--- src/rtl/core/hkcdm_ram.sv ---
module hkcdm_ram #(
  parameter int WIDTH = 8,
  parameter int DEPTH = 16
) (
  input  logic                     clk,
  input  logic                     we,
  input  logic [$clog2(DEPTH)-1:0] waddr,
  input  logic [WIDTH-1:0]         wdata,
  input  logic [$clog2(DEPTH)-1:0] ra_addr,
  output logic [WIDTH-1:0]         ra_data,
  input  logic [$clog2(DEPTH)-1:0] rb_addr,
  output logic [WIDTH-1:0]         rb_data
);

  logic [WIDTH-1:0] mem [DEPTH];

  always_ff @(posedge clk) begin
    if (we) begin
      mem[waddr] <= wdata;
    end
    ra_data <= mem[ra_addr];
    rb_data <= mem[rb_addr];
  end

endmodule

--- config.mk ---
export PLATFORM = sky130hd
export DESIGN_NAME = hkcdm_ram
export DESIGN_NICKNAME = d
export VERILOG_FILES = /design/src/rtl/core/hkcdm_ram.sv
export SDC_FILE = /design/constraint.sdc
export NUM_CORES = 1
export LEC_CHECK = 0
export ABC_CLOCK_PERIOD_IN_PS = 2200
export BUFFER_PORTS_ARGS = -buffer_cell sky130_fd_sc_hd__buf_2
export CAP_MARGIN = 15
export CORE_UTILIZATION = 60
export CTS_CLUSTER_DIAMETER = 30
export DETAILED_ROUTE_END_ITERATION = 8
export GPL_ROUTABILITY_DRIVEN = 0
export PLACE_DENSITY = 0.79
export SLEW_MARGIN = 10
export SYNTH_ARGS = -nofsm -noshare
export SYNTH_HDL_FRONTEND = slang
export SYNTH_SLANG_ARGS = --single-unit
--- constraint.sdc ---
create_clock -name clk -period 2.2 [get_ports clk]
set_clock_uncertainty 0.1 [all_clocks]
set_input_delay 0.11 -clock clk [delete_from_list [all_inputs] [get_ports clk]]
set_output_delay 0.11 -clock clk [all_outputs]
set_load 0.03 [all_outputs]
Word level (Yosys, flattened, before mapping)
Memory sizes are Yosys's and may differ from the RTL's. A register that Yosys moved wholly into a read port is not among the register bits.
Cells that the tools add are included.
{ "totals": {"regBits": 0, "mem_bits_rw": 128, "in_bits": 22, "out_inout_bits": 16, "n_memories": 1} }
{ "op_classes": {"mux": 2} }
{ "memory_table": {"columns": ["memory", "words", "word_bits", "rd", "rd_ports_with_merged_regs", "wr", "line_no", "text"], "rows": [
  ["mem", 16, 8, 2, 2, 1, "15", "logic [WIDTH-1:0] mem [DEPTH];"]
]} }
{ "ops": {"columns": ["operator", "n"], "rows": [
  ["$mux 1", 2]
]} }

Logic depth before layout (Yosys ltp)
{ "depth": {"depth_word": 2, "depth_mapped": 5, "mapped_depth_nobuf": 3} }

Worst setup path before layout
Ideal clock, no wire load.
{ "synth_timing": {"path_kind": "input to register", "from": "input port waddr[2]", "to": "memory mem[0][0], enable pin", "setup_ps": 383, "arrival_ps": 1220, "t_required_ps": 1717, "path_slack_ps": 497, "cell_stages": 2, "n_path_buf": 0, "path_cell_list": "or3b_2 > nor3_1"} }
{ "synth_rtl": {"columns": ["element", "line_no", "text"], "rows": [
  ["start, declared", "7", "input logic [$clog2(DEPTH)-1:0] waddr,"],
  ["end, declared", "15", null]
]} }
No word-level cell before the write port.

Final worst setup path
{ "layout_timing": {"from": "input port waddr[3]", "to": "memory mem[1][6], enable pin"} }
No word-level cell before the write port.

==> metrics <==
DRT Pass-1 Iters 4; GR Util All Layers 28.88%; DRT iter0 DRCs 302; arrival time of the worst setup path 2.08 ns; post-route minimum period 1.952 ns; CTS tree yes; Worst-path clk slew 0.07 ns; Final setup viols 0; Synth top area share 60.57%; Max clock buf depth 2; required time worst endpoint 2.32 ns; GRT overflow 0; Synth Area in XOR/XNOR 0%; Max FO, Critical Path 4; Final #Nets 403; share of post-route cells with drive strength above 1 33.50%; H-tree depth 4; Leak Pwr 2.624 nW; achievable frequency 512.2 MHz; syn nets 329; chip width 104.8 um; antenna cells 0; Placement Setup Slack 0.4079 ns; drc violations 0; mux cell area share after synthesis 24.45%; crit share post-route 88.74%; post-DR wirelength/cell 27.33 um; Vias 3,581; Setup WS post-layout 0.2477 ns; wire length of the first global-routing pass 21.66 mm; Worst Setup Start Kind primary input; Seq cells post-synth 144; post-synthesis to final-layout area growth 17.23%; WHS 0.06593 ns; Async SR Flop Fraction 0%; YS warnings 0; met2 usage 44.13%; Rel. slew slack 63.29%; CP Class primary input to flop; Seq/Total Area, Yosys 65.62%; Min-Delay Path Class primary input to flop; Netlist cell types 20; CP endpoint kind flop; met1 usage 39.23%; synthesized area per cell 20.67 um2; Setup Total Neg Slack 0 ns; maxcap violations 0; RSZ-0062 raised after global routing no; Synth area leader edfxtp_1; GR peak layer met2; Vias/cell 6.757; total CTS buffers 17; vias in the first global route 3,625; Hold Vio Cnt, Final 0; Synth Flop Type edfxtp_1; Final ANT Viol Nets 0; most numerous cell in the Yosys netlist edfxtp_1; Area contributors post-synth edfxtp_1 61%, mux4_2 12%, mux4_1 12%; Worst VDD drop 0.4708 mV; Synth Area in Simple Gates 3.431%; Post-Syn Area 6346 um2; port bufs 37; met3 usage 8.546%; Worst-Margin Slew 0.5486 ns; largest family of logic cells by synthesized area multiplexers; Power Density 844.8 nW/um2; Ports 38; initial antenna violation count 0; Initial Util 61.75%; clock tree sinks 144; final wirelength 14.49 mm; post-synthesis compound-gate area fraction 3.785%; Post-synth EDFFs 128; clk_lat worst skew 0.52 ns; die area 10,990 um2; chip height 104.8 um; fin. max-slew vios 0; maximum number of pins on one net before global-route repair 33; Total Power 6.285 mW; # Post-CTS Setup Buffers 0; outcome completed; post-DP HPWL 9.002 mm; Post-Synth Adder-Cell Area 0%; clock root buffer clkbuf_8; core area 10,280 um2; synthesized instance count 307; FP Rows 37; top cells by count, synth 128 x edfxtp_1, 34 x mux4_2, 32 x a22oi_1, 28 x mux4_1, 17 x nand2_1
sequential cells by signal (all words and copies together) (netlist names):
register,cells
rb_data,8
mem,128
ra_data,8
what timing repair did:
action                                 4_1_cts  5_1_grt
resized for setup                            0        0
endpoints found under the hold margin      130        0
hold buffers                                10        0
cell type report:
class | instances | area, um2
multi-input cells | 143 | 2009
well taps | 136 | 170.2
fillers | 625 | 2838
repair buffers | 75 | 545.5
flip-flops and latches | 144 | 4164
clock inverters | 14 | 132.6
clock buffers | 18 | 417.9
metrics by stage:
step	cell area, um2	util (%)	cells
after CTS	7440	72.39	530
after global routing	7440	72.39	530
final	7440	72.39	530
after detailed placement	6789	66.06	488
after global placement	6789	66.06	488
after floorplan	6346	-	307
logic make-up (layout without fill, tap and decap cells):
kind of cell / Yosys count / count (layout)
AO/OA/AOI/OAI: 32 / 32
buffers and inverters: 20 / 107
flip-flops: 144 / 144
multiplexers: 64 / 64
AND/OR/NAND/NOR: 47 / 47
cell usage in the layout (no fill, tap or decap), drive strengths merged:
| cell | netlist | layout |
|---|---|---|
| a22oi | 32 | 32 |
| and2 | 2 | 2 |
| and2b | 2 | 2 |
| buf | 14 | 65 |
| bufinv | 0 | 1 |
| clkbuf | 0 | 18 |
| clkinv | 0 | 7 |
| clkinvlp | 0 | 2 |
| dfxtp | 16 | 16 |
| dlygate4sd3 | 0 | 10 |
| edfxtp | 128 | 128 |
| inv | 0 | 4 |
| mux4 | 64 | 64 |
| nand2 | 17 | 17 |
| nand2b | 2 | 2 |
| nand3 | 1 | 1 |
| nand3b | 2 | 2 |
| nor2 | 14 | 14 |
| nor2b | 2 | 2 |
| nor3 | 4 | 4 |
| or3b | 1 | 1 |
metal layers:
layer  up-vias  wire length [um]
li1       1492                 -
met1      1813              5610
met2       241              7019
met3        35              1403
met4         0               453
met5         -                 0
path summary, 6_finish.rpt:
kind / from / endpoint / slack, ns / depth (start not counted)
setup / recovery: waddr[3] / mem[1][6] / 0.25 / 5
hold / removal: waddr[1] / mem[4][6] / 0.07 / 3
setup reg to reg: mem[3][0] / ra_data[0] / 0.65 / 3
hold reg to reg: mem[14][4] / rb_data[4] / 0.59 / 3
where the power goes:
part,switching [mW],total [mW],internal [mW]
clock,1.14,2.65,1.51
sequential,0.0314,3.09,3.06
combinational,0.307,0.540,0.232
total,1.48,6.29,4.81
critical path, stage by stage:
cell           delay, ns
dlygate4sd3_1       0.53
buf_2               0.14
or3b_2              0.49
nor2_1              0.17
dlygate4sd3_1       0.63
(Power assumes the default switching activity.)
